<file path="src/rtl/text_console_writer_core_defines.svh">
// Assertion macros for the text console writer RTL.
`ifndef TEXT_CONSOLE_WRITER_CORE_DEFINES_SVH
`define TEXT_CONSOLE_WRITER_CORE_DEFINES_SVH

// Same-cycle implication, sampled on clk and held off while arst_n is low.
`define TCW_ASSERT_NOW(label, ante, cons, msg) \
	label: assert property (@(posedge clk) disable iff (!arst_n) (ante) |-> (cons)) \
		else $error(msg);

// Next-cycle implication, sampled on clk and held off while arst_n is low.
`define TCW_ASSERT_NEXT(label, ante, cons, msg) \
	label: assert property (@(posedge clk) disable iff (!arst_n) (ante) |=> (cons)) \
		else $error(msg);

`endif

</file>
<file path="src/rtl/tcw_pkg.sv">
// Shared constants, types and helper functions of the text console writer.
`timescale 1ns / 1ps
package tcw_pkg;

	localparam int COLUMNS     = 80;
	localparam int ROWS        = 25;
	localparam int TAB_ADVANCE = 4;
	localparam int CELLS       = ROWS * COLUMNS;
	localparam int ADDR_W      = $clog2(CELLS);
	localparam int ROW_W       = 5;
	localparam int COL_W       = 7;
	localparam int CELL_W      = 16;
	localparam int TAB_WRAP    = (TAB_ADVANCE < COLUMNS) ? TAB_ADVANCE : (COLUMNS - 1);

	localparam logic [1:0] MODE_PUT_CHAR = 2'd0;
	localparam logic [1:0] MODE_PUT_CELL = 2'd1;
	localparam logic [1:0] MODE_CLEAR    = 2'd2;
	localparam logic [1:0] MODE_READ     = 2'd3;

	localparam logic [7:0] CODE_NEWLINE = 8'd10;
	localparam logic [7:0] CODE_TAB     = 8'd9;
	localparam logic [7:0] CODE_SPACE   = 8'd32;
	localparam logic [7:0] TEXT_COLOR_RESET = 8'd7;

	typedef logic [ADDR_W-1:0] addr_t;
	typedef logic [CELL_W-1:0] cell_t;

	typedef struct packed {
		logic [1:0]       mode;
		logic [7:0]       char_code;
		logic [7:0]       cell_color;
		logic [COL_W-1:0] cell_col;
		logic [ROW_W-1:0] cell_row;
	} item_t;

	typedef struct packed {
		logic [ROW_W-1:0] cursor_row;
		logic [COL_W-1:0] cursor_col;
		logic             scrolled;
		cell_t            cell_value;
	} result_t;

	typedef struct packed {
		logic  we;
		addr_t waddr;
		cell_t wdata;
		logic  re;
		addr_t raddr;
	} ram_req_t;

	function automatic addr_t cell_addr(input logic [ROW_W-1:0] row,
			input logic [COL_W-1:0] col);
		int lin;
		lin = int'(row) * COLUMNS + int'(col);
		return addr_t'(lin);
	endfunction

	function automatic logic in_screen(input logic [ROW_W-1:0] row,
			input logic [COL_W-1:0] col);
		return (int'(row) < ROWS) && (int'(col) < COLUMNS);
	endfunction

endpackage

</file>
<file path="src/rtl/tcw_ctrl.sv">
// Command sequencer: cursor state, screen sweeps and the screen store access schedule.
`timescale 1ns / 1ps
module tcw_ctrl import tcw_pkg::*; (
	input  logic     clk,
	input  logic     arst_n,
	input  logic     item_valid,
	output logic     item_ready,
	input  item_t    item,
	input  logic [7:0] text_color,
	output ram_req_t ram_req,
	input  cell_t    ram_rdata,
	input  logic     out_free,
	output logic     res_valid,
	output result_t  res
);

`include "text_console_writer_core_defines.svh"

	localparam logic [2:0] ST_IDLE   = 3'd0;
	localparam logic [2:0] ST_READ   = 3'd1;
	localparam logic [2:0] ST_SCROLL = 3'd2;
	localparam logic [2:0] ST_BLANK  = 3'd3;
	localparam logic [2:0] ST_CLEAR  = 3'd4;
	localparam logic [2:0] ST_DONE   = 3'd5;

	localparam addr_t LAST_COPY  = addr_t'(CELLS - COLUMNS - 1);
	localparam addr_t BOTTOM_ROW = addr_t'(CELLS - COLUMNS);
	localparam addr_t LAST_CELL  = addr_t'(CELLS - 1);

	logic [2:0]       state_q;
	addr_t            idx_q;
	logic [ROW_W-1:0] cur_row_q;
	logic [COL_W-1:0] cur_col_q;
	logic             scrolled_q;
	cell_t            value_q;

	// Write stage: every store write is registered here and issued in the cycle after it is scheduled.
	logic  we_s1;
	logic  from_ram_s1;
	addr_t waddr_s1;
	cell_t wdata_s1;

	logic             accept;
	logic             pos_ok;
	addr_t            item_addr;
	cell_t            blank;
	logic [COL_W:0]   col_inc;
	logic [COL_W:0]   tab_sum;
	logic [ROW_W:0]   row_inc;
	logic             row_adv;
	logic             need_scroll;
	logic [ROW_W-1:0] nxt_row;
	logic [COL_W-1:0] nxt_col;

	assign item_ready = (state_q == ST_IDLE);
	assign accept     = item_valid && item_ready;
	assign pos_ok     = in_screen(item.cell_row, item.cell_col);
	assign item_addr  = cell_addr(item.cell_row, item.cell_col);
	assign blank      = {text_color, CODE_SPACE};
	assign col_inc    = {1'b0, cur_col_q} + (COL_W+1)'(1);
	assign tab_sum    = {1'b0, cur_col_q} + (COL_W+1)'(TAB_ADVANCE + 1);
	assign row_inc    = {1'b0, cur_row_q} + (ROW_W+1)'(1);

	always_comb begin
		row_adv = 1'b0;
		nxt_col = cur_col_q;
		if (item.char_code == CODE_NEWLINE) begin
			row_adv = 1'b1;
			nxt_col = '0;
		end else if (item.char_code == CODE_TAB) begin
			if (tab_sum >= (COL_W+1)'(COLUMNS)) begin
				row_adv = 1'b1;
				nxt_col = COL_W'(TAB_WRAP);
			end else begin
				nxt_col = tab_sum[COL_W-1:0];
			end
		end else begin
			if (col_inc >= (COL_W+1)'(COLUMNS)) begin
				row_adv = 1'b1;
				nxt_col = '0;
			end else begin
				nxt_col = col_inc[COL_W-1:0];
			end
		end
		need_scroll = row_adv && (row_inc >= (ROW_W+1)'(ROWS));
		if (!row_adv) begin
			nxt_row = cur_row_q;
		end else if (need_scroll) begin
			nxt_row = ROW_W'(ROWS - 1);
		end else begin
			nxt_row = row_inc[ROW_W-1:0];
		end
	end

	always_comb begin
		ram_req.we    = we_s1;
		ram_req.waddr = waddr_s1;
		ram_req.wdata = from_ram_s1 ? ram_rdata : wdata_s1;
		ram_req.re    = 1'b0;
		ram_req.raddr = item_addr;
		if (state_q == ST_SCROLL) begin
			ram_req.re    = 1'b1;
			ram_req.raddr = idx_q + addr_t'(COLUMNS);
		end else if (accept && item.mode == MODE_READ && pos_ok) begin
			ram_req.re = 1'b1;
		end
	end

	assign res_valid = (state_q == ST_DONE) && out_free;
	assign res       = '{cursor_row: cur_row_q, cursor_col: cur_col_q,
			scrolled: scrolled_q, cell_value: value_q};

	always_ff @(posedge clk or negedge arst_n) begin
		if (!arst_n) begin
			state_q     <= ST_IDLE;
			idx_q       <= '0;
			cur_row_q   <= '0;
			cur_col_q   <= '0;
			scrolled_q  <= 1'b0;
			value_q     <= '0;
			we_s1       <= 1'b0;
			from_ram_s1 <= 1'b0;
			waddr_s1    <= '0;
			wdata_s1    <= '0;
		end else begin
			we_s1       <= 1'b0;
			from_ram_s1 <= 1'b0;
			unique case (state_q) inside
				ST_IDLE: begin
					if (accept) begin
						scrolled_q <= 1'b0;
						value_q    <= '0;
						state_q    <= ST_DONE;
						unique case (item.mode)
							MODE_PUT_CHAR: begin
								if (item.char_code != CODE_NEWLINE &&
										item.char_code != CODE_TAB) begin
									we_s1    <= 1'b1;
									waddr_s1 <= cell_addr(cur_row_q, cur_col_q);
									wdata_s1 <= {text_color, item.char_code};
								end
								cur_row_q  <= nxt_row;
								cur_col_q  <= nxt_col;
								scrolled_q <= need_scroll;
								if (need_scroll) begin
									idx_q   <= '0;
									state_q <= ST_SCROLL;
								end
							end
							MODE_PUT_CELL: begin
								we_s1    <= pos_ok;
								waddr_s1 <= item_addr;
								wdata_s1 <= {item.cell_color, item.char_code};
							end
							MODE_CLEAR: begin
								cur_row_q <= '0;
								cur_col_q <= '0;
								idx_q     <= '0;
								state_q   <= ST_CLEAR;
							end
							MODE_READ: begin
								if (pos_ok) begin
									state_q <= ST_READ;
								end
							end
							default: state_q <= ST_DONE;
						endcase
					end
				end
				ST_READ: begin
					value_q <= ram_rdata;
					state_q <= ST_DONE;
				end
				ST_SCROLL: begin
					we_s1       <= 1'b1;
					from_ram_s1 <= 1'b1;
					waddr_s1    <= idx_q;
					if (idx_q == LAST_COPY) begin
						idx_q   <= BOTTOM_ROW;
						state_q <= ST_BLANK;
					end else begin
						idx_q <= idx_q + addr_t'(1);
					end
				end
				ST_BLANK, ST_CLEAR: begin
					we_s1    <= 1'b1;
					waddr_s1 <= idx_q;
					wdata_s1 <= blank;
					if (idx_q == LAST_CELL) begin
						state_q <= ST_DONE;
					end else begin
						idx_q <= idx_q + addr_t'(1);
					end
				end
				ST_DONE: begin
					if (out_free) begin
						state_q <= ST_IDLE;
					end
				end
				default: state_q <= ST_IDLE;
			endcase
		end
	end

	`TCW_ASSERT_NOW(a_cursor_on_screen, 1'b1,
		(int'(cur_row_q) < ROWS) && (int'(cur_col_q) < COLUMNS), "cursor left the screen")
	`TCW_ASSERT_NOW(a_write_in_store, we_s1, int'(waddr_s1) < CELLS,
		"store write beyond the last cell")
	`TCW_ASSERT_NEXT(a_scroll_copies, state_q == ST_SCROLL, we_s1 && from_ram_s1,
		"scroll cycle did not schedule a row copy write")
	`TCW_ASSERT_NEXT(a_result_frees, res_valid, state_q == ST_IDLE,
		"sequencer did not return to idle after handing over a result")

endmodule

</file>
<file path="config.mk">
export PLATFORM = sky130hd
export DESIGN_NAME = tcw_ctrl
export DESIGN_NICKNAME = d
export VERILOG_FILES = /design/src/rtl/tcw_pkg.sv /design/src/rtl/tcw_ctrl.sv
export VERILOG_INCLUDE_DIRS = /design/src /design/src/rtl
export SDC_FILE = /design/constraint.sdc
export NUM_CORES = 1
export LEC_CHECK = 0
export ABC_AREA = 1
export BUFFER_PORTS_ARGS = -buffer_cell sky130_fd_sc_hd__buf_4
export CAP_MARGIN = 5
export CORE_MARGIN = 2
export CORE_UTILIZATION = 50
export DETAILED_ROUTE_END_ITERATION = 8
export PLACE_DENSITY = 0.75
export SYNTH_ARGS = -nofsm -noshare
export SYNTH_HDL_FRONTEND = slang
export SYNTH_SLANG_ARGS = --single-unit
</file>
<file path="constraint.sdc">
create_clock -name clk -period 2.95 [get_ports clk]
set_clock_uncertainty 0.05 [all_clocks]
set_input_delay 0 -clock clk [delete_from_list [all_inputs] [get_ports clk]]
set_output_delay 0 -clock clk [all_outputs]
set_load 0.02 [all_outputs]
</file>
==> tab_implementation.tex <==
\begin{tabular}{lr}
\hline
Metric & Value \\
\hline
\multicolumn{2}{l}{\textbf{Outcome}} \\
Result of the run & finished clean \\
\multicolumn{2}{l}{\textbf{Worst setup path}} \\
Series of cell instances along the critical path & dlygate4sd3\_1 -> buf\_4 -> nor2\_1 -> nand2\_1 -> nor2\_2 -> nor2\_1 -> inv\_1 -> nand3\_1 -> o211ai\_4 -> nand2\_1 -> o31ai\_1 -> dlygate4sd3\_1 \\
Family of cells with the greatest summed delay on the critical path & buffers and inverters \\
Critical path launch point type & input port \\
Cell at the slowest stage of the critical path & sky130\_fd\_sc\_hd\_\_dlygate4sd3\_1 \\
CP Data Required Time & 3190 ps \\
Critical path class & input port to flop \\
Largest driver fanout on the critical path & 32 \\
Arrival time of data at the critical path endpoint & 2840 ps \\
Type of element capturing the critical path & flop \\
Count of buffer and inverter cells on the critical path & 4 \\
Delay contributed by the slowest stage of the critical path & 580 ps \\
\multicolumn{2}{l}{\textbf{Clocking}} \\
Clock buffer count from CTS & 9 \\
Maximum clock path buffer count & 2 \\
Number of levels in the clock H-tree & 3 \\
Clock latency on the worst-skew pair & 360 ps \\
Number of sinks handled by clock tree synthesis & 72 \\
Clock input transition at the sequential cells of the worst setup and hold paths & 80 ps \\
Cell chosen for the clock root & sky130\_fd\_sc\_hd\_\_clkbuf\_8 \\
TritonCTS clock tree & yes \\
\multicolumn{2}{l}{\textbf{Pwr}} \\
Comb pwr share & 19.7\% \\
Areal power density over the cells & 330 nW/um\^{}2 \\
Switching part of the total power & 29.1\% \\
Flop pwr share & 45.7\% \\
Maximum ir drop on the vdd rail & 0.000242 V \\
Total net switching power & 650 uW \\
Proportion of power drawn by the clock network & 34.6\% \\
Internal power contribution & 1590 uW \\
Static Leak & 0.00352 uW \\
\multicolumn{2}{l}{\textbf{Cells and area}} \\
Total number of nets in the final design & 957 \\
Layout cells sized above 1 & 21.3\% \\
Most common cell after layout, fill and taps aside & sky130\_fd\_sc\_hd\_\_nand2\_1 \\
Design area & 6790 um\^{}2 \\
Layout area overhead & 32.1\% \\
Most frequent cells in the layout & 180 x sky130\_fd\_sc\_hd\_\_nand2\_1, 134 x sky130\_fd\_sc\_hd\_\_buf\_4, 72 x sky130\_fd\_sc\_hd\_\_dfrtp\_1 \\
Diodes inserted & 0 \\
Post-layout util & 66.9\% \\
\multicolumn{2}{l}{\textbf{STA}} \\
Worst slew margin & 37.2\% \\
Slew of the pin with the lowest slew margin & 941 ps \\
Post-layout worst setup margin & 349 ps \\
Portion of the clock cycle consumed by the worst path in the final layout & 88.2\% \\
Setup violations, final & 0 \\
Unrepaired setup endpoints after global routing & no \\
Maximum frequency from static timing analysis & 384 MHz \\
Worst Hold Slack & 54.6 ps \\
Setup TNS & 0 ps \\
Hold Vio Cnt, Final & 0 \\
Count of pins over their slew limit & 0 \\
Period minus WS final & 2600 ps \\
\multicolumn{2}{l}{\textbf{Floorplan}} \\
Row count & 37 \\
Chip Height & 105 um \\
Width of the die & 105 um \\
I/O pins & 129 \\
Starting density of the core & 50.7\% \\
Core Box Area & 10100 um\^{}2 \\
Total die area & 11100 um\^{}2 \\
\multicolumn{2}{l}{\textbf{Drt}} \\
Routed WL & 15000 um \\
Initial drt markers & 363 \\
DRC Markers & 0 \\
Mean number of vias per cell & 5.32 \\
Routed vias & 5386 \\
Drt wl/cell & 14.8 um \\
Number of iterations in the first detailed-routing pass & 6 \\
Post-detailed-route count of antenna-violating nets & 0 \\
\multicolumn{2}{l}{\textbf{Flow run}} \\
\# Max-Cap Violations & 0 \\
\multicolumn{2}{l}{\textbf{Yosys}} \\
Dominant synthesized flop cell & sky130\_fd\_sc\_hd\_\_dfrtp\_1 \\
Gate count after technology mapping & 710 \\
Proportion of synthesized chip area in sequential cells & 35.1\% \\
Area of the mapped netlist & 5140 um\^{}2 \\
Distinct cells, synth & 46 \\
Net count of the mapped netlist & 796 \\
Synth Area in Adders & 7.40\% \\
Fraction of registers with async set or reset after synthesis & 100\% \\
Mux cell area share after synthesis & 0\% \\
Number of synthesized register bits & 72 \\
Largest family of logic cells by synthesized area & simple AND/OR/NAND/NOR gates \\
Compound-Gate Fraction of Synth Area & 15.6\% \\
Warnings from Yosys & 0 \\
EDFF count, synth & 0 \\
Fraction of the mapped netlist area in simple logic gates & 29.9\% \\
Post-synthesis area per instance & 7.24 um\^{}2 \\
Share of the synthesized netlist area taken by xor and xnor gates & 3.58\% \\
\multicolumn{2}{l}{\textbf{GRT}} \\
Pin count of the biggest net entering global routing & 73 \\
Aggregate global routing overflow & 0 \\
All-Layer GR Usage & 27.7\% \\
Number of global-route vias before repair & 5185 \\
Antenna violations before repair & 0 \\
Wire length of the first global-routing pass & 24800 um \\
\multicolumn{2}{l}{\textbf{Placed design}} \\
Area of placed instances & 6170 um\^{}2 \\
Post-detail-place hpwl & 10800 um \\
Post-Place Worst Slack & 658 ps \\
Count of buffers from port buffering & 128 \\
Last weighted congestion value of the routability-driven placer & 0.911 \\
\multicolumn{2}{l}{\textbf{Hold path}} \\
Tightest Hold Check Type & input port to flop \\
\hline
\end{tabular}
## Yosys cell counts (2+ instances only)
cell                         n  area (um^2)
sky130_fd_sc_hd__clkbuf_1   11         41.3
sky130_fd_sc_hd__nand2_1   180          676
sky130_fd_sc_hd__nor2_2      6         37.5
sky130_fd_sc_hd__buf_4       3         22.5
sky130_fd_sc_hd__o31ai_1    12         90.1
sky130_fd_sc_hd__nand3_1    60          300
sky130_fd_sc_hd__nor2_1     64          240
sky130_fd_sc_hd__or2_2       2         12.5
sky130_fd_sc_hd__xor2_1     16          140
sky130_fd_sc_hd__a31oi_1     2         12.5
sky130_fd_sc_hd__o211ai_1    7         52.6
sky130_fd_sc_hd__nand4_1     4         25.0
sky130_fd_sc_hd__a21oi_1    40          200
sky130_fd_sc_hd__ha_1       24          300
sky130_fd_sc_hd__o21ai_0    67          335
sky130_fd_sc_hd__o22ai_1     2         12.5
sky130_fd_sc_hd__a21boi_0    2         15.0
sky130_fd_sc_hd__nand2_2     7         43.8
sky130_fd_sc_hd__nor2_4      3         33.8
sky130_fd_sc_hd__nand3_4     2         35.0
sky130_fd_sc_hd__o21ai_1     6         30.0
sky130_fd_sc_hd__inv_1      67          251
sky130_fd_sc_hd__dfrtp_1    72         1800
sky130_fd_sc_hd__buf_6       4         45.0
sky130_fd_sc_hd__xnor2_1     5         43.8
sky130_fd_sc_hd__fa_1        4         80.1
sky130_fd_sc_hd__buf_2       7         35.0
sky130_fd_sc_hd__inv_2       7         26.3
sky130_fd_sc_hd__nand3_2     4         40.0
sky130_fd_sc_hd__nor3_1      4         20.0
## repair_timing
action / CTS / global route
endpoints found under the hold margin: 105 / 0
resized for setup: 0 / 1
hold buffers: 42 / 0
setup buffers: 0 / 0
setup endpoints to repair: 0 / 8
## cell type report
class                           count  area (um^2)
Fill cell                         836         3350
Multi-Input combinational cell    536         2910
Sequential cell                    72         1800
Timing Repair Buffer              176         1430
Inverter                           76          288
Tap cell                          136          170
Clock buffer                       10          128
Clock inverter                      6         60.1
## kinds of logic (layout without fill, tap and decap cells)
group	after synthesis	count (layout)
xor+xnor	21	21
fa+ha+maj	28	28
buf+inv	102	268
compound gates	144	144
simple gates	343	343
flops	72	72
## worst reg2reg max path: cells and delay by family, from the launching register on
| family | cells | cell delay [ps] |
|---|---|---|
| AND/OR/NAND/NOR | 5 | 800 |
| buffers and inverters | 3 | 740 |
| AO/OA/AOI/OAI | 2 | 460 |
| flip-flops | 1 | 450 |
## routing by layer
layer | wire length, um | track usage (%) | up-vias
met5 | 0 | 0 | -
met4 | 398 | 10.5 | 0
met3 | 1080 | 5.32 | 39
met2 | 7050 | 45.6 | 257
met1 | 6420 | 36.3 | 2442
li1 | - | - | 2648
## power by group through the flow
stage          clock (uW)  combinational (uW)  sequential [uW]
2_1_floorplan           0                 194             1060
3_3_place_gp            0                 387             1040
3_5_place_dp            0                 399             1040
4_1_cts               790                 437             1020
5_1_grt               836                 487             1030
6_report              775                 440             1020
## through the flow
| step | power, uW | instances |
|---|---|---|
| 2_1_floorplan | 1250 | 710 |
| 3_3_place_gp | 1430 | 954 |
| 3_5_place_dp | 1440 | 954 |
| 4_1_cts | 2250 | 1012 |
| 5_1_grt | 2350 | 1012 |
| 6_report | 2240 | 1012 |
## path summary, 6_finish.rpt
check,start,endpoint,slack [ps],cells past startpoint
worst max-delay path,item[27],wdata_s1[8]$_DFFE_PN0P_,350,12
worst min-delay path,item[28],cur_col_q[1]$_DFFE_PN0P_,50,5
worst max register to register,state_q[0]$_DFFE_PN0P_,wdata_s1[8]$_DFFE_PN0P_,390,10
worst min register to register,waddr_s1[4]$_DFFE_PN0P_,waddr_s1[4]$_DFFE_PN0P_,440,2
max in group asynchronous,arst_n,cur_col_q[6]$_DFFE_PN0P_,1970,2
min in group asynchronous,arst_n,value_q[14]$_DFFE_PN0P_,270,2
## flip-flops by register name, indices dropped and copies added (netlist names)
signal       cells
from_ram_s1      1
value_q         16
wdata_s1        16
waddr_s1        11
state_q          3
idx_q           11
scrolled_q       1
cur_col_q        7
we_s1            1
cur_row_q        5
(Power assumes the default switching activity.)
